$ cat src/rtl/ajb_pkg.sv
// Package of the audio jitter buffer: codes, register types and result metadata.
package ajb_pkg;

  localparam int unsigned CFG_INDEX_W = 4;
  localparam int unsigned CFG_DATA_W  = 16;

  localparam logic [15:0] TARGET_RESET = 16'd7680;
  localparam logic [15:0] MAX_RESET    = 16'd24000;
  localparam logic [15:0] GAIN_RESET   = 16'd32768;

  localparam logic signed [17:0] SAMPLE_MAX = 18'sd32767;
  localparam logic signed [17:0] SAMPLE_MIN = -18'sd32768;

  localparam logic [7:0] FLOAT_EXP_BIAS = 8'd112;

  typedef enum logic {
    CMD_PUSH = 1'b0,
    CMD_PULL = 1'b1
  } ajb_cmd_t;

  typedef enum logic [1:0] {
    FMT_S16 = 2'd0,
    FMT_S32 = 2'd1,
    FMT_F32 = 2'd2
  } ajb_fmt_t;

  typedef enum logic [CFG_INDEX_W-1:0] {
    REG_TARGET = 4'd0,
    REG_MAX    = 4'd1,
    REG_GAIN   = 4'd2,
    REG_FORMAT = 4'd3
  } ajb_reg_t;

  typedef struct packed {
    logic [15:0] target_depth;
    logic [15:0] max_depth;
    logic [15:0] gain_q15;
    logic [1:0]  out_format;
  } ajb_cfg_t;

  typedef struct packed {
    logic        got;
    logic        buffering;
    logic [15:0] fill_level;
    logic [31:0] rebuffers;
    logic [31:0] dropped;
  } ajb_meta_t;

endpackage

$ cat src/rtl/ajb_fmt.sv
// Output formatter: raw 16-bit, left-aligned 32-bit or float32 bit pattern.
module ajb_fmt (
  input  logic        got,
  input  logic [1:0]  out_format,
  input  logic [15:0] sample,
  output logic [31:0] word
);

  logic        neg;
  logic [16:0] neg_val;
  logic [15:0] mag;
  logic [4:0]  msb;
  logic [23:0] mant_full;
  logic [7:0]  expo;
  logic [31:0] fbits;

  always_comb begin
    neg       = sample[15];
    neg_val   = 17'd0 - {1'b0, sample};
    mag       = neg ? neg_val[15:0] : sample;
    msb       = 5'd0;
    for (int i = 0; i < 16; i++) begin
      if (mag[i]) begin
        msb = 5'(i);
      end
    end
    expo      = {3'd0, msb} + ajb_pkg::FLOAT_EXP_BIAS;
    mant_full = {8'd0, mag} << (5'd23 - msb);
    fbits     = (mag == 16'd0) ? 32'd0 : {neg, expo, mant_full[22:0]};
  end

  always_comb begin
    if (!got) begin
      word = 32'd0;
    end else begin
      unique case (out_format)
        ajb_pkg::FMT_S32: word = {sample, 16'd0};
        ajb_pkg::FMT_F32: word = fbits;
        default:          word = {16'd0, sample};
      endcase
    end
  end

endmodule

$ cat config.mk
export PLATFORM = sky130hd
export DESIGN_NAME = ajb_fmt
export DESIGN_NICKNAME = d
export VERILOG_FILES = /design/src/rtl/ajb_pkg.sv /design/src/rtl/ajb_fmt.sv
export SDC_FILE = /design/constraint.sdc
export NUM_CORES = 1
export LEC_CHECK = 0
export ABC_AREA = 1
export BUFFER_PORTS_ARGS = -buffer_cell sky130_fd_sc_hd__buf_2
export CORE_MARGIN = 2
export CORE_UTILIZATION = 45
export DETAILED_ROUTE_END_ITERATION = 10
export PLACE_DENSITY = 0.8
export SYNTH_ARGS = -nofsm -noshare
export SYNTH_HDL_FRONTEND = slang
export SYNTH_SLANG_ARGS = --single-unit
$ cat constraint.sdc
create_clock -name vclk -period 2.9
set_clock_uncertainty 0.05 [all_clocks]
set_input_delay 0.145 -clock vclk [all_inputs]
set_output_delay 0.145 -clock vclk [all_outputs]
set_load 0.02 [all_outputs]
==> flow_summary.toml, run 1 <==
[status]
status = "finished with violations"
violations = "setup timing"

[drt]
dr.first_iter.drc_count = 303
num_vias = 2541
via_per_inst = 5.78
drc_errors = 0
drt_first_pass_iters = 8
wirelength_um = 6520
post_drt_wl_per_cell_um = 14.8
ant_nets = 0

[finish]
layout_commonest_cell = "nand2_1"
layout_common_cells = "nand2_1 (90), nand3_1 (63), buf_2 (37)"
num-fill-cells = 288
stdcell_count = 440
area.growth.synth_to_final_pct = 50.7
antenna_cells = 0
nClkBuffers = 0
multi_input_area_um2 = 1580
nNetsFinal = 418
drive_above_1_share_pct = 37.1
nFlopsAndLatches = 0
seq_area_um2 = 0

[pwr]
share_comb_of_total_power_pct = 100.0
p_per_area_nw_per_um2 = 260
p_leak_nw = 1.30
p_seq_share_pct = 0
p_sw_mw = 0.390
pwr-share-clk_pct = 0
fin_total_pwr_mw = 0.635
p_sw_share_pct = 61.4
ir_worst_vdd_v = 0.000126
p_int_mw = 0.245

[critical_path]
critPathArrivalTime_ps = 2780
crit_path_max_incr_delay_ps = 230
crit_family = "buffers and inverters"
cp_slowest_cell = "o21ai_4"
cp-start-kind = "input port"
critical_path.cell_chain = "buf_8 -> inv_6 -> ha_4 -> nand2_4 -> nor2_4 -> inv_2 -> o21ai_4 -> a31oi_4 -> xor2_2 -> buf_4 -> nor2_4 -> buf_6 -> nand2_4 -> buf_6 -> nor2_4 -> a21oi_4 -> buf_4 -> nand4_1 -> a21oi_1 -> buf_2"
cp_num_buf_inv = 8
worstPathMaxFanout = 8
worstSetupPathType = "input port to output port"
cp.required_ps = 2710
cpMostUsedCell = "nor2_4"
cp-end-kind = "output port"

[grt]
grt_use_met2_pct = 45.8
grt_max_degree = 17
gr-max-usage-layer = "met2"
grt_pass1_vias = 1971
use_met1_pct = 38.4
gr-total-overflow = 0
grt_usage_pct = 27.0
grt_use_met3_pct = 1.94
antenna_found_initial = 0
grt_first_pass_wirelength_um = 9120

[min_path]
min_path_type = "input port to output port"

[synthesis]
seq_area_frac_synth_pct = 0
syn_nets = 344
avgSynthCellArea_um2 = 5.04
syn_inst = 322
yosys_warnings = 0
yosysUniqueCellTypes = 37
synthesis.area_um2 = 1620

[timing]
max_freq_ghz = 0.336
tightestPinTransition_ps = 551
setup_slack_ps = -74.5
slew_violations = 0
grt_setup_unrepaired = "true"
max-slew-margin-rel_pct = 63.2
setup_viol = 14
hold_violations = 0
layout_min_cycle_time_ps = 2970
final.period_utilization_pct = 103

[die]
dieWidth_um = 64.0
fp.dieArea_um2 = 4100
die_y_um = 64.0
rows = 21
initial_core_util_pct = 47.8
core_area_um2 = 3390
io-pin-count = 51

[placed_design]
dp.cells = 425
dpl.hpwl_um = 4610
port_buffers = 51
finalWeightedCongestion = 0.974

[flow_run]
cap_violations = 0

[clock_network]
hold_buffers = 0
cell families (layout without fill, tap and decap cells):
kind of cell / count (synthesis) / in the layout / synth area share [%]
compound gates: 37 / 37 / 14.6
xor+xnor: 6 / 6 / 4.17
fa+ha+maj: 3 / 3 / 2.32
buf+inv: 60 / 132 / 16.4
simple gates: 216 / 216 / 62.6
synthesized netlist by cell type, types with 3 or more instances:
cell | n | area [um^2]
nor2_2 | 4 | 25.0
nor2_1 | 24 | 90.1
nand4_1 | 3 | 18.8
xor2_1 | 4 | 35.0
nand2_4 | 3 | 33.8
clkbuf_1 | 3 | 11.3
nor2_4 | 3 | 33.8
a21oi_1 | 13 | 65.1
buf_4 | 3 | 22.5
inv_1 | 44 | 165
o21ai_0 | 8 | 40.0
ha_1 | 3 | 37.5
nand3_1 | 68 | 340
nand2_1 | 96 | 360
nand2_2 | 5 | 31.3
inv_2 | 5 | 18.8
area by class of cell:
type	count	share of cell area, %
multi-input combinational	262	64.6
timing repair buffer	83	25.1
inverter	49	7.94
tap	46	2.36
stage by stage:
step | setup TNS (ps) | util [%] | hold WS (ps) | cell area, um^2 | worst slack (ps)
2_1_floorplan | 0 | - | 372 | 1620 | 322
3_3_place_gp | -4.17 | 58.8 | 603 | 1990 | -4.17
3_5_place_dp | -14.7 | 58.8 | 600 | 1990 | -14.7
4_1_cts | -6.54 | 59.3 | 602 | 2010 | -6.54
5_1_grt | -2100 | 72.1 | 608 | 2440 | -203
6_report | -357 | 72.1 | 592 | 2440 | -74.5
worst paths after layout:
| kind | from | endpoint | slack [ps] | cells after the start |
|---|---|---|---|---|
| worst max-delay path | sample[1] | word[18] | -70 | 20 |
| worst min-delay path | sample[3] | word[3] | 590 | 4 |
per-layer routing:
metal  up-vias  wire length, um
met1      1147             2570
met2       176             3130
met5         -                0
li1       1194                -
met3        24              642
met4         0              174
worst min-delay path, delay by kind of cell:
kind                   cells  cell delay (ps)
AND/OR/NAND/NOR            1               40
buffers and inverters      3              310
power groups by stage:
| stage | Sequential [mW] | Combinational (mW) | Clock (mW) |
|---|---|---|---|
| 6_report | 0 | 0.635 | 0 |
| 5_1_grt | 0 | 0.680 | 0 |
| 4_1_cts | 0 | 0.497 | 0 |
| 3_5_place_dp | 0 | 0.490 | 0 |
| 3_3_place_gp | 0 | 0.489 | 0 |
| 2_1_floorplan | 0 | 0.349 | 0 |
what timing repair did:
item,CTS,global route
gates resized for setup,1,86
pin swaps,1,31
buffers inserted,2,13
endpoints found under the setup margin,1,19
cloned,0,0
Power figures use the tool's default switching activity.
==> run 2: changes to the inputs <==
--- a/config.mk
+++ b/config.mk
@@ -10,7 +10,8 @@
 export CORE_MARGIN = 2
 export CORE_UTILIZATION = 45
 export DETAILED_ROUTE_END_ITERATION = 10
-export PLACE_DENSITY = 0.8
+export GPL_ROUTABILITY_DRIVEN = 0
+export PLACE_DENSITY = 0.72
 export SYNTH_ARGS = -nofsm -noshare
 export SYNTH_HDL_FRONTEND = slang
 export SYNTH_SLANG_ARGS = --single-unit
==> flow_summary.toml, run 2 (synthesis gave the netlist of run 1 again) <==
[status]
status = "finished with violations"
violations = "setup timing"

[pwr]
ir_worst_vdd_v = 0.000117
fin_total_pwr_mw = 0.619
p_per_area_nw_per_um2 = 262
p_leak_nw = 1.31

[finish]
layout_common_cells = "nand2_1 (88), nand3_1 (62), buf_2 (44)"
nClkBuffers = 0
drive_above_1_share_pct = 36.1
layout_commonest_cell = "nand2_1"
seq_area_um2 = 0
multi_input_area_um2 = 1550
num-fill-cells = 289
nFlopsAndLatches = 0
area.growth.synth_to_final_pct = 45.6
nNetsFinal = 423
antenna_cells = 0

[die]
io-pin-count = 51
rows = 21
die_y_um = 64.0
fp.dieArea_um2 = 4100
core_area_um2 = 3390
dieWidth_um = 64.0
initial_core_util_pct = 47.8

[drt]
ant_nets = 0
post_drt_wl_per_cell_um = 14.2
via_per_inst = 5.74
drc_errors = 0
dr.first_iter.drc_count = 341
drt_first_pass_iters = 5
num_vias = 2555
wirelength_um = 6320

[grt]
grt_first_pass_wirelength_um = 8530
grt_max_degree = 17
antenna_found_initial = 0
grt_usage_pct = 25.0
gr-total-overflow = 0
grt_pass1_vias = 1921

[critical_path]
cp-end-kind = "output port"
cp_slowest_cell = "a21boi_1"
worstPathMaxFanout = 8
cpMostUsedCell = "nand3_1"
crit_family = "simple AND/OR/NAND/NOR gates"
worstSetupPathType = "input port to output port"
crit_path_max_incr_delay_ps = 240
cp_num_buf_inv = 6
cp.required_ps = 2710
critical_path.cell_chain = "buf_2 -> inv_2 -> ha_4 -> nand2_4 -> nor2_4 -> inv_2 -> nand3_1 -> nand2_1 -> nor2_1 -> a21boi_1 -> o21ai_2 -> a21oi_4 -> clkinv_4 -> buf_4 -> nand3_1 -> nand3_2 -> nand3_1 -> nand3_1 -> a21oi_1 -> buf_4"
critPathArrivalTime_ps = 2790
cp-start-kind = "input port"

[timing]
max-slew-margin-rel_pct = 59.6
setup_viol = 2
grt_setup_unrepaired = "true"
slew_violations = 0
hold_violations = 0
layout_min_cycle_time_ps = 2990
final.period_utilization_pct = 103
setup_tns_ps = -92.1
setup_slack_ps = -86.1
tightestPinTransition_ps = 605
max_freq_ghz = 0.335

[min_path]
min_path_type = "input port to output port"

[placed_design]
port_buffers = 51
dpl.hpwl_um = 4500

[flow_run]
cap_violations = 0
## run 2: cell count changes in the layout (fill, tap and decap cells not counted), moves of 3 or more
cell	change
buf_4	+4
buf_6	-5
o21ai_0	+3
buf_2	+7
inv_1	+4
## run 2: layout make-up
cell class	count	area share (%)
inverters	49	8.00
multi-input cells	264	65.6
well taps	46	2.44
repair buffers	86	24.0
## run 2: final timing paths
path / end / startpoint / slack, ps / cells after the start
hold / removal: word[12] / got / 600 / 4
setup / recovery: word[20] / sample[0] / -90 / 20
## run 2: repair_timing
| action | 4_1_cts | 5_1_grt |
|---|---|---|
| hold buffers | 0 | 0 |
| buffers inserted | 0 | 20 |
| resized for setup | 0 | 57 |
| setup endpoints to repair | 0 | 20 |
## run 2: power by group
part           switching, mW  internal (mW)  leakage, nW
clock network              0              0            0
registers                  0              0            0
logic                  0.389          0.229         1.31
total                  0.389          0.229         1.31
## run 2: metal layers
layer / track usage, % / share of wire [%] / up-vias
met5: 0 / 0 / -
li1: - / - / 1205
met3: 1.41 / 11 / 28
met2: 39.2 / 46 / 182
met1: 37.3 / 40 / 1140
met4: 5.43 / 3.4 / 0
## run 2: per-stage QoR
stage               instance area [um^2]  util (%)  hold slack (ps)  std cells  setup slack (ps)
floorplan                           1620         -              372        322               322
detailed placement                  1970      58.0              599        423              46.1
global placement                    1970      58.0              601        423             -7.15
global route                        2360      69.7              634        445              -181
finish                              2360      69.7              603        445             -86.1
CTS                                 1970      58.0              601        423              24.4
==> run 3: changes to the inputs <==
--- a/config.mk
+++ b/config.mk
@@ -6,12 +6,13 @@
 export NUM_CORES = 1
 export LEC_CHECK = 0
 export ABC_AREA = 1
-export BUFFER_PORTS_ARGS = -buffer_cell sky130_fd_sc_hd__buf_2
 export CORE_MARGIN = 2
 export CORE_UTILIZATION = 45
 export DETAILED_ROUTE_END_ITERATION = 10
+export DONT_BUFFER_PORTS = 1
 export GPL_ROUTABILITY_DRIVEN = 0
-export PLACE_DENSITY = 0.72
+export MAX_ROUTING_LAYER = met4
+export PLACE_DENSITY = 0.68
 export SYNTH_ARGS = -nofsm -noshare
 export SYNTH_HDL_FRONTEND = slang
 export SYNTH_SLANG_ARGS = --single-unit
==> flow_summary.toml, run 3 (synthesis gave the netlist of run 1 again) <==
[finish]
nFlopsAndLatches = 0
final_core_util_pct = 54.1
layout_commonest_cell = "nand2_1"
layout_common_cells = "nand2_1 (93), nand3_1 (68), inv_1 (42)"
drive_above_1_share_pct = 19.0
num-fill-cells = 352
nClkBuffers = 0
seq_area_um2 = 0
nNetsFinal = 356
area.growth.synth_to_final_pct = 13.1
antenna_cells = 0

[timing]
max-slew-margin-rel_pct = 51.7
max_freq_ghz = 0.362
setup_slack_ps = 138
final.period_utilization_pct = 95.2
layout_min_cycle_time_ps = 2760
slew_violations = 0
setup_viol = 0
hold_violations = 0
tightestPinTransition_ps = 718
hold_slack_ps = 385
grt_setup_unrepaired = "true"

[pwr]
p_leak_nw = 0.952
p_per_area_nw_per_um2 = 252
ir_worst_vdd_v = 0.0000887

[drt]
met3_length_um = 446
drt_first_pass_iters = 5
drc_errors = 0
wl_met1_um = 2160
topRoutingLayerUsed = "met4"
via_per_inst = 5.61
wl_met2_um = 2490
post_drt_wl_per_cell_um = 13.5
ant_nets = 0
wirelength_um = 5110
dr.first_iter.drc_count = 160
num_vias = 2120

[die]
core_area_um2 = 3390
initial_core_util_pct = 47.8
rows = 21
fp.dieArea_um2 = 4100
die_y_um = 64.0
dieWidth_um = 64.0
io-pin-count = 51

[critical_path]
cp-end-kind = "output port"
cp-start-kind = "input port"
worstPathMaxFanout = 11
critPathArrivalTime_ps = 2570
cp.required_ps = 2710
worstSetupPathType = "input port to output port"

[min_path]
min_path_type = "input port to output port"

[clock_network]
hold_buffers = 0

[grt]
grt_max_degree = 20
gr-total-overflow = 0
antenna_found_initial = 0
grt_usage_pct = 24.3
grt_first_pass_wirelength_um = 8080
grt_pass1_vias = 1792

[placed_design]
port_buffers = 0
dpl.hpwl_um = 4080
pre_cts_slack_ps = 60.1

[flow_run]
cap_violations = 0

[status]
status = "finished, final reports clean"
-- run 3: cell types whose count changed in the layout (fill, tap and decap cells not counted), moves of 5 or more --
cell,delta
buf_4,-18
nand2_1,+5
nand3_1,+6
nand3_2,-5
buf_2,-44
-- run 3: repair_timing --
| item | in CTS | in global routing |
|---|---|---|
| endpoints found under the hold margin | 0 | 0 |
| setup endpoints to repair | 0 | 10 |
| setup buffers | 0 | 5 |
| gates resized for setup | 0 | 20 |
-- run 3: worst paths after layout --
path / to / cells after the start / slack [ps] / start
max: word[16] / 17 / 140 / sample[1]
min: word[5] / 2 / 380 / sample[5]
-- run 3: final cells by class --
type	count	area [um^2]	area share, %
Multi-Input combinational cell	263	1430	78.1
Inverter	49	186	10.2
Timing Repair Buffer	20	158	8.59
Tap cell	46	57.6	3.14
-- run 3: per-stage QoR --
stage	setup TNS (ps)	power, mW	instance area (um^2)	cells
after floorplan	0	0.349	1620	322
after global placement	0	0.416	1710	372
after detailed placement	0	0.417	1710	372
after CTS	0	0.418	1710	372
after global routing	-94.2	0.506	1830	378
final	0	0.462	1830	378
-- run 3: layer usage --
metal / track usage (%) / up-vias
li1: - / 1064
met1: 33.3 / 942
met2: 40.8 / 112
met3: 1.06 / 2
met4: 2.72 / 0
met5: - / -
-- run 3: worst max-delay path, stage by stage --
cell and delay [ps]:
inv_1 70, ha_2 190, nand2_2 90, nor2_4 120, inv_2 50, o21ai_2 180
xor2_1 290, nor2_1 110, o21ai_1 170, a21oi_4 110, buf_6 160, nor3_2 230
nand2_1 90, a21oi_1 150, nand3_1 100, a21oi_1 140, buf_4 170
-- run 3: power by group --
part           leakage [nW]  internal [mW]  switching, mW
Sequential                0              0              0
Combinational         0.952          0.148          0.314
Clock                     0              0              0
Total                 0.952          0.148          0.314
