File: src/rtl/ajb_pkg.sv
// Package of the audio jitter buffer: codes, register types and result metadata.
package ajb_pkg;

  localparam int unsigned CFG_INDEX_W = 4;
  localparam int unsigned CFG_DATA_W  = 16;

  localparam logic [15:0] TARGET_RESET = 16'd7680;
  localparam logic [15:0] MAX_RESET    = 16'd24000;
  localparam logic [15:0] GAIN_RESET   = 16'd32768;

  localparam logic signed [17:0] SAMPLE_MAX = 18'sd32767;
  localparam logic signed [17:0] SAMPLE_MIN = -18'sd32768;

  localparam logic [7:0] FLOAT_EXP_BIAS = 8'd112;

  typedef enum logic {
    CMD_PUSH = 1'b0,
    CMD_PULL = 1'b1
  } ajb_cmd_t;

  typedef enum logic [1:0] {
    FMT_S16 = 2'd0,
    FMT_S32 = 2'd1,
    FMT_F32 = 2'd2
  } ajb_fmt_t;

  typedef enum logic [CFG_INDEX_W-1:0] {
    REG_TARGET = 4'd0,
    REG_MAX    = 4'd1,
    REG_GAIN   = 4'd2,
    REG_FORMAT = 4'd3
  } ajb_reg_t;

  typedef struct packed {
    logic [15:0] target_depth;
    logic [15:0] max_depth;
    logic [15:0] gain_q15;
    logic [1:0]  out_format;
  } ajb_cfg_t;

  typedef struct packed {
    logic        got;
    logic        buffering;
    logic [15:0] fill_level;
    logic [31:0] rebuffers;
    logic [31:0] dropped;
  } ajb_meta_t;

endpackage

File: src/rtl/ajb_ctrl.sv
// Ring control: pointers, fill, cushion policy, counters and the ring access of each item.
module ajb_ctrl #(
  parameter int unsigned RING_DEPTH = 32768,
  parameter int unsigned PW         = 15,
  parameter int unsigned FW         = 16
) (
  input  logic                clk,
  input  logic                rst_n,
  input  ajb_pkg::ajb_cfg_t   cfg,
  input  logic                item_valid,
  input  ajb_pkg::ajb_cmd_t   cmd,
  input  logic                burst_first,
  input  logic [15:0]         burst_len,
  input  logic signed [15:0]  sample_in,
  output logic                wr_en,
  output logic [PW-1:0]       wr_addr,
  output logic [15:0]         wr_data,
  output logic                rd_en,
  output logic [PW-1:0]       rd_addr,
  output logic                meta_valid,
  output ajb_pkg::ajb_meta_t  meta
);

  // Wide enough for the fill plus a burst length.
  localparam int unsigned TW = ((FW > 16) ? FW : 16) + 1;

  logic [PW-1:0] read_ptr_r, read_ptr_nxt;
  logic [PW-1:0] write_ptr_r, write_ptr_nxt;
  logic [FW-1:0] fill_r, fill_nxt;
  logic          buffering_r, buffering_nxt;
  logic [31:0]   rebuffers_r, rebuffers_nxt;
  logic [31:0]   dropped_r, dropped_nxt;

  logic [TW-1:0] fill_t, blen_t, tgt_t, max_t, total, keep_raw, keep, push_drop, drop;
  logic [TW-1:0] fill_out_t;
  logic [FW-1:0] drop_f, fill_1;
  logic [FW:0]   rp_sum;
  logic [PW-1:0] rp_1;
  logic          pull_start, buf_1;
  logic          got;

  logic signed [32:0] prod, biased;
  logic signed [17:0] quot;
  logic signed [17:0] sat;

  function automatic logic [PW-1:0] ptr_inc(input logic [PW-1:0] p);
    ptr_inc = (p == PW'(RING_DEPTH - 1)) ? '0 : p + PW'(1);
  endfunction

  // Gain scaling, truncating toward zero, then saturation to 16 bits.
  always_comb begin
    prod   = 33'(sample_in) * $signed({17'd0, cfg.gain_q15});
    biased = prod[32] ? prod + 33'sd32767 : prod;
    quot   = 18'(biased >>> 15);
    if (quot > ajb_pkg::SAMPLE_MAX) begin
      sat = ajb_pkg::SAMPLE_MAX;
    end else if (quot < ajb_pkg::SAMPLE_MIN) begin
      sat = ajb_pkg::SAMPLE_MIN;
    end else begin
      sat = quot;
    end
  end

  always_comb begin
    fill_t   = TW'(fill_r);
    blen_t   = TW'(burst_len);
    tgt_t    = TW'(cfg.target_depth);
    max_t    = TW'(cfg.max_depth);
    total    = fill_t + blen_t;
    keep_raw = (max_t > blen_t) ? max_t : blen_t;
    keep     = (keep_raw > TW'(RING_DEPTH)) ? TW'(RING_DEPTH) : keep_raw;

    // Push burst check: skip back to target, or the whole fill on a shortfall.
    push_drop = '0;
    if (burst_first && (burst_len != 16'd0) && (total > keep)) begin
      push_drop = (total > tgt_t) ? total - tgt_t : fill_t;
      if (push_drop > fill_t) begin
        push_drop = fill_t;
      end
    end

    pull_start = burst_first && buffering_r && (fill_t >= tgt_t);

    if (cmd == ajb_pkg::CMD_PUSH) begin
      drop = push_drop;
    end else begin
      drop = pull_start ? fill_t - tgt_t : '0;
    end
    drop_f = drop[FW-1:0];

    rp_sum = {1'b0, read_ptr_r} + {1'b0, drop_f};
    if (rp_sum >= (FW+1)'(RING_DEPTH)) begin
      rp_sum = rp_sum - (FW+1)'(RING_DEPTH);
    end
    rp_1   = rp_sum[PW-1:0];
    fill_1 = fill_r - drop_f;
    buf_1  = (cmd == ajb_pkg::CMD_PULL && pull_start) ? 1'b0 : buffering_r;

    read_ptr_nxt  = rp_1;
    write_ptr_nxt = write_ptr_r;
    fill_nxt      = fill_1;
    buffering_nxt = buf_1;
    rebuffers_nxt = rebuffers_r;
    dropped_nxt   = dropped_r + 32'(drop_f);
    got           = 1'b0;

    if (cmd == ajb_pkg::CMD_PUSH) begin
      write_ptr_nxt = ptr_inc(write_ptr_r);
      if (fill_1 < FW'(RING_DEPTH)) begin
        fill_nxt = fill_1 + FW'(1);
      end else begin
        read_ptr_nxt = ptr_inc(rp_1);
      end
    end else if (!buf_1) begin
      if (fill_1 != '0) begin
        got          = 1'b1;
        read_ptr_nxt = ptr_inc(rp_1);
        fill_nxt     = fill_1 - FW'(1);
      end else begin
        buffering_nxt = 1'b1;
        rebuffers_nxt = rebuffers_r + 32'd1;
      end
    end

    fill_out_t = TW'(fill_nxt);
  end

  always_ff @(posedge clk) begin
    if (!rst_n) begin
      read_ptr_r  <= '0;
      write_ptr_r <= '0;
      fill_r      <= '0;
      buffering_r <= 1'b1;
      rebuffers_r <= '0;
      dropped_r   <= '0;
    end else if (item_valid) begin
      read_ptr_r  <= read_ptr_nxt;
      write_ptr_r <= write_ptr_nxt;
      fill_r      <= fill_nxt;
      buffering_r <= buffering_nxt;
      rebuffers_r <= rebuffers_nxt;
      dropped_r   <= dropped_nxt;
    end
  end

  assign wr_en   = item_valid && (cmd == ajb_pkg::CMD_PUSH);
  assign wr_addr = write_ptr_r;
  assign wr_data = sat[15:0];
  assign rd_en   = item_valid && got;
  assign rd_addr = rp_1;

  assign meta_valid      = item_valid && (cmd == ajb_pkg::CMD_PULL);
  assign meta.got        = got;
  assign meta.buffering  = buffering_nxt;
  assign meta.fill_level = fill_out_t[15:0];
  assign meta.rebuffers  = rebuffers_nxt;
  assign meta.dropped    = dropped_nxt;

endmodule

File: config.mk
export PLATFORM = sky130hd
export DESIGN_NAME = ajb_ctrl
export DESIGN_NICKNAME = d
export VERILOG_FILES = /design/src/rtl/ajb_pkg.sv /design/src/rtl/ajb_ctrl.sv
export SDC_FILE = /design/constraint.sdc
export NUM_CORES = 1
export LEC_CHECK = 0
export BUFFER_PORTS_ARGS = -buffer_cell sky130_fd_sc_hd__buf_2
export CORE_MARGIN = 1
export CORE_UTILIZATION = 40
export DETAILED_ROUTE_END_ITERATION = 10
export GPL_TIMING_DRIVEN = 0
export SETUP_SLACK_MARGIN = 0.15
export SLEW_MARGIN = 30
export SYNTH_ARGS = -nofsm -noshare
export SYNTH_HDL_FRONTEND = slang
export SYNTH_SLANG_ARGS = --single-unit
File: constraint.sdc
create_clock -name clk -period 10.85 [get_ports clk]
set_clock_uncertainty 0.1 [all_clocks]
set_input_delay 0 -clock clk [delete_from_list [all_inputs] [get_ports clk]]
set_output_delay 0 -clock clk [all_outputs]
set_load 0.005 [all_outputs]
==> impl_metrics.json, run 1 <==
{
  "post-dp-hpwl_mm": 60.62,
  "routed_wirelength_mm": 74.50,
  "period_minus_slack_ns": 10.34,
  "syn-cell-area_sq_um": 22470,
  "synth_nets": 3414,
  "r2r-end": "rebuffers_r[23]",
  "dpl_cell_area_sq_um": 24490,
  "slew_viol_final": 0,
  "max_cap_violations": 0,
  "netlist_top_cells_count": "345 x inv_1, 331 x nand2_1, 268 x ha_1",
  "grt_pass1_wl_mm": 117.0,
  "gp_congestion": 0.9337,
  "final_layout_size_suffix_gt1_share_pct": 13.51,
  "final-hold-violation-count": 0,
  "num_vias": 21660,
  "drc_errors": 0,
  "portBuffers": 214,
  "ys_ff_latch": 111,
  "chipWidth_um": 239.0,
  "coreArea_sq_um": 55310,
  "crit_end": "meta[75]",
  "synth_top_family_by_area": "adder cells",
  "reg2reg_slack_ns": 0.76,
  "drt-initial-drc-count": 1432,
  "antenna_left": 0,
  "synthSimpleGateAreaFrac_pct": 22.60,
  "synth.largest_area_cell": "fa_1",
  "nets": 3680,
  "tns_ns": 0,
  "viasPerCell": 5.586,
  "yosys.area_share.xor_xnor_pct": 7.972,
  "grt_pass1_vias": 21340,
  "worstSetupPathType": "reg2out",
  "crit_path_max_fanout": 10,
  "antenna_found_initial": 0,
  "cts-root-buf": "clkbuf_16",
  "antenna_cells": 0,
  "worstSetupEndpointType": "output port",
  "postSynthCellCount": 2859,
  "final_cells": 3878,
  "grt_overflow": 0,
  "maxSlewHeadroom_pct": 32.39,
  "yosysWarnings": 0,
  "crit_start": "fill_r[1]",
  "slowest_delay_ns": 0.52,
  "min_period_over_period_pct": 95.33,
  "async_reset_ff_share_pct": 0,
  "cp_slowest_cell": "o31ai_1",
  "hold-worst-slack_ns": 0.2840,
  "routed.top_layer": "met4",
  "crit_required_ns": 10.75,
  "die-area_sq_um": 57140,
  "setup_viol": 0,
  "yosysSeqAreaShare_pct": 9.888,
  "status": "complete, no violations",
  "fin_area_sq_um": 25720,
  "fillers": 5648,
  "critPathLaunchType": "register",
  "r2r_start": "fill_r[1]",
  "firstDrtPassIters": 7,
  "rsz0062_at_grt": "no",
  "wl_met2_mm": 34.51,
  "clockBufferDepth": 2,
  "yosysUniqueCellTypes": 97,
  "synth.most_common_cell": "inv_1",
  "dpl.cell_count": 3821,
  "grtUsageTotal_pct": 25.92,
  "clk_latency_ns": 0.39,
  "wl_met1_mm": 33.35,
  "cts_buffers": 9,
  "start_util_pct": 40.63,
  "grt_max_degree": 19,
  "pin_count": 218,
  "die_h_um": 239.0,
  "wire_per_inst_um": 19.21,
  "synth_edf_count": 0,
  "synth_compound_area_share_pct": 16.52,
  "synth-main-ff-cell": "dfxtp_1",
  "synth_fa_ha_area_share_pct": 32.74,
  "area_delta_synth_final_pct": 14.43,
  "cts.sinks": 111,
  "crit_arrival_ns": 10.24,
  "critPathBufInv": 7,
  "synth_area_leaders": "fa_1 18%, ha_1 15%, dfxtp_1 9.9%",
  "syn_area_per_cell_sq_um": 7.861,
  "crit_family": "compound AO/OA/AOI/OAI gates",
  "max_freq_mhz": 96.68,
  "synth_top_cell_area_share_pct": 17.82,
  "multi_input_area_sq_um": 19150,
  "tightestPinTransition_ns": 1.014,
  "htreeDepth": 3,
  "cp_num_cells": 46,
  "path_clk_slew_ns": 0.08,
  "seq_area_sq_um": 2227,
  "hold_class": "in2reg",
  "wl_met3_mm": 4.531,
  "crit_top_cell": "a21oi_2",
  "rows": 86,
  "ff2ff_path_depth": 47,
  "cts_tree": "done",
  "synthMuxAreaShare_pct": 2.745
}
area by class of cell:
cell class                      instances  share of cell area (%)
Multi-Input combinational cell       2304                   74.47
Sequential cell                       111                   8.660
Timing Repair Buffer                  255                   5.381
Inverter                              346                   5.050
Tap cell                              748                   3.639
Buffer                                 98                   1.693
Clock buffer                           10                  0.9293
Clock inverter                          6                  0.1751
state kept, by name (all words and copies together) (netlist names):
signal	cells
buffering_r	1
wr_addr	15
fill_r	16
read_ptr_r	15
dropped_r	32
rebuffers_r	32
cells by family (layout without fill, tap and decap cells):
kind of cell / count (synthesis) / count (layout)
adders and majority gates: 468 / 468
muxes: 60 / 60
and+or+nand+nor: 1027 / 1027
xor gates and xnor gates: 203 / 203
AOI/OAI and AO/OA: 546 / 546
DFF: 111 / 111
buffers and inverters: 444 / 715
worst min-delay path, cell delays in order:
cell and delay [ns]:
buf_2 0.15, clkbuf_1 0.28, o211ai_1 0.20, a31oi_1 0.09
cell usage in the layout, fill, tap and decap left out, drive strengths merged, types with 75 or more instances in the layout:
cell	count
xor2	82
clkbuf	93
inv	346
a21oi	135
nand2	331
nand3	75
and2	110
fa	200
dfxtp	111
buf	268
ha	268
nor2	185
xnor2	120
o21ai	119
through the flow:
stage,utilization (%),worst slack [ns]
after floorplan,-,0.4982
after global placement,44.26,-2.938
after detailed placement,44.27,-2.427
after CTS,45.81,0.1521
after global routing,46.50,0.08377
final,46.50,0.5071
metal layers:
metal	vias up	track usage, %
met3	111	3.360
li1	10280	-
met2	714	42.65
met1	10560	35.30
met5	-	0
met4	0	7.440
what timing repair did:
item,CTS,global route
endpoints found under the hold margin,7,0
pin swaps,18,16
buffers inserted,23,16
endpoints found under the setup margin,175,127
hold buffers,2,0
resized for setup,80,69
worst min path at each step:
stage                     cells after the start              end        from  slack [ns]
after floorplan                               2            wr_en  item_valid        0.09
after global placement                        4  rebuffers_r[25]  item_valid        0.33
after detailed placement                      4  rebuffers_r[25]  item_valid        0.34
after CTS                                     4       fill_r[14]         cmd        0.23
after global routing                          4       fill_r[14]         cmd        0.33
final                                         4       fill_r[14]         cmd        0.28
Power of run 1 is not shown: default switching activity piles up to over one toggle a cycle in this logic, so the estimate is an artifact.
==> run 2: changes to the inputs <==
--- a/config.mk
+++ b/config.mk
@@ -10,6 +10,7 @@
 export CORE_UTILIZATION = 40
 export DETAILED_ROUTE_END_ITERATION = 10
 export GPL_TIMING_DRIVEN = 0
+export MAX_ROUTING_LAYER = met4
 export SETUP_SLACK_MARGIN = 0.15
 export SLEW_MARGIN = 30
 export SYNTH_ARGS = -nofsm -noshare
==> run 2 against run 1 <==
Compared with the run above: final area is essentially flat; first-iteration DRC count shrank 2.6%; hold slack lost 0.0033 ns; worst setup slack gained 0.085 ns; register-to-register slack lost 0.02 ns; sequential cell count is the same; wire length grew 1.0%; count of clock-buffer cells in the layout grew 2; highest routed layer unchanged.
==> impl_metrics.json, run 2 (same netlist as run 1, synthesis figures left out) <==
{
  "slew_viol_final": 0,
  "r2r_start": "fill_r[1]",
  "grt_overflow": 0,
  "viasPerCell": 5.576,
  "htreeDepth": 3,
  "reg2reg_slack_ns": 0.74,
  "tightestPinTransition_ns": 0.8988,
  "crit_required_ns": 10.75,
  "crit_top_cell": "a21oi_2",
  "cts_tree": "done",
  "antenna_cells": 0,
  "grt_pass1_wl_mm": 118.8,
  "grt_pass1_vias": 21500,
  "setup_ws_ns": 0.5917,
  "routed_wirelength_mm": 75.25,
  "slowest_delay_ns": 0.38,
  "drt-initial-drc-count": 1395,
  "hold_class": "in2reg",
  "grt_max_degree": 18,
  "pre_cts_ws_ns": -2.617,
  "status": "complete, no violations",
  "crit_path_max_fanout": 10,
  "nets": 3684,
  "crit_arrival_ns": 10.16,
  "start_util_pct": 40.63,
  "num_vias": 21650,
  "chipWidth_um": 239.0,
  "reg_top3": "dropped_r x32, rebuffers_r x32, fill_r x16",
  "worstSetupEndpointType": "output port",
  "final_cells": 3882,
  "critPathLaunchType": "register",
  "pin_count": 218,
  "antenna_left": 0,
  "drc_errors": 0,
  "clockBufferDepth": 2,
  "coreArea_sq_um": 55310,
  "die_h_um": 239.0,
  "setup_viol": 0,
  "multi_input_area_sq_um": 19140,
  "antenna_found_initial": 0,
  "cts.sinks": 111,
  "path_clk_slew_ns": 0.08,
  "area_delta_synth_final_pct": 14.54,
  "firstDrtPassIters": 7,
  "final_cell_mix": "345 x inv_1, 331 x nand2_1, 265 x ha_1",
  "cp_slowest_cell": "dfxtp_4",
  "max_cap_violations": 0,
  "max_freq_mhz": 97.48,
  "final_common_cell": "inv_1",
  "die-area_sq_um": 57140,
  "ff2ff_path_depth": 48,
  "wire_per_inst_um": 19.39,
  "crit_end": "meta[66]",
  "rows": 86,
  "final-hold-violation-count": 0,
  "min_period_over_period_pct": 94.55,
  "crit_start": "fill_r[1]",
  "cts-root-buf": "clkbuf_16",
  "clk_latency_ns": 0.38,
  "seq_area_sq_um": 2230,
  "fillers": 5597,
  "worstSetupPathType": "reg2out",
  "hold-worst-slack_ns": 0.2807,
  "portBuffers": 214,
  "post-dp-hpwl_mm": 61.24,
  "final_layout_size_suffix_gt1_share_pct": 13.40,
  "r2r-end": "rebuffers_r[29]",
  "gp_congestion": 0.9597,
  "maxSlewHeadroom_pct": 40.08,
  "dpl.cell_count": 3821,
  "grtUsageTotal_pct": 27.15,
  "period_minus_slack_ns": 10.26,
  "cts_buffers": 9,
  "utilization_pct": 46.54
}
-- run 2: through the flow --
stage | setup TNS, ns | area (sq um)
after global routing | -0.01622 | 25740
after floorplan | 0 | 22470
after CTS | 0 | 25310
after global placement | -387.23 | 24480
after detailed placement | -303.57 | 24490
final | 0 | 25740
-- run 2: critical path: cells and delay by family, from the launching register on --
kind | cells | cell delay, ns
xor gates and xnor gates | 2 | 0.34
AOI/OAI and AO/OA | 21 | 3.54
adders and majority gates | 4 | 1.30
and+or+nand+nor | 12 | 2.58
DFF | 1 | 0.38
buffers and inverters | 8 | 1.37
muxes | 1 | 0.24
-- run 2: metal layers --
| metal | wire length (um) | global-route usage, % | vias to the layer above |
|---|---|---|---|
| met5 | 0 | - | - |
| met4 | 2133 | 7.731 | 0 |
| met3 | 4071 | 2.956 | 112 |
| met2 | 34750 | 43.40 | 634 |
| met1 | 34300 | 36.16 | 10610 |
| li1 | - | - | 10290 |
-- run 2: worst min-delay path by stage --
stage / from / endpoint / cells after the start
2_1_floorplan: item_valid / wr_en / 2
3_3_place_gp: item_valid / rebuffers_r[25] / 4
3_5_place_dp: wr_addr[7] / wr_addr[7] / 1
4_1_cts: cmd / fill_r[14] / 4
5_1_grt: cmd / fill_r[14] / 4
6_report: cmd / fill_r[14] / 4
-- run 2: cell type report --
cell class | instances | area share [%]
clock inverter | 4 | 0.1069
buffer | 98 | 1.706
tap | 748 | 3.636
clock buffer | 12 | 0.9965
sequential | 111 | 8.662
timing repair buffer | 259 | 5.493
inverter | 346 | 5.045
multi-input combinational | 2304 | 74.35
-- run 2: timing repair --
item	4_1_cts	5_1_grt
gates resized for setup	78	67
endpoints found under the hold margin	5	0
pin swaps	20	20
hold buffers	2	0
setup endpoints to repair	180	132
buffers inserted	23	20
Power of run 2 is left out for the same reason.
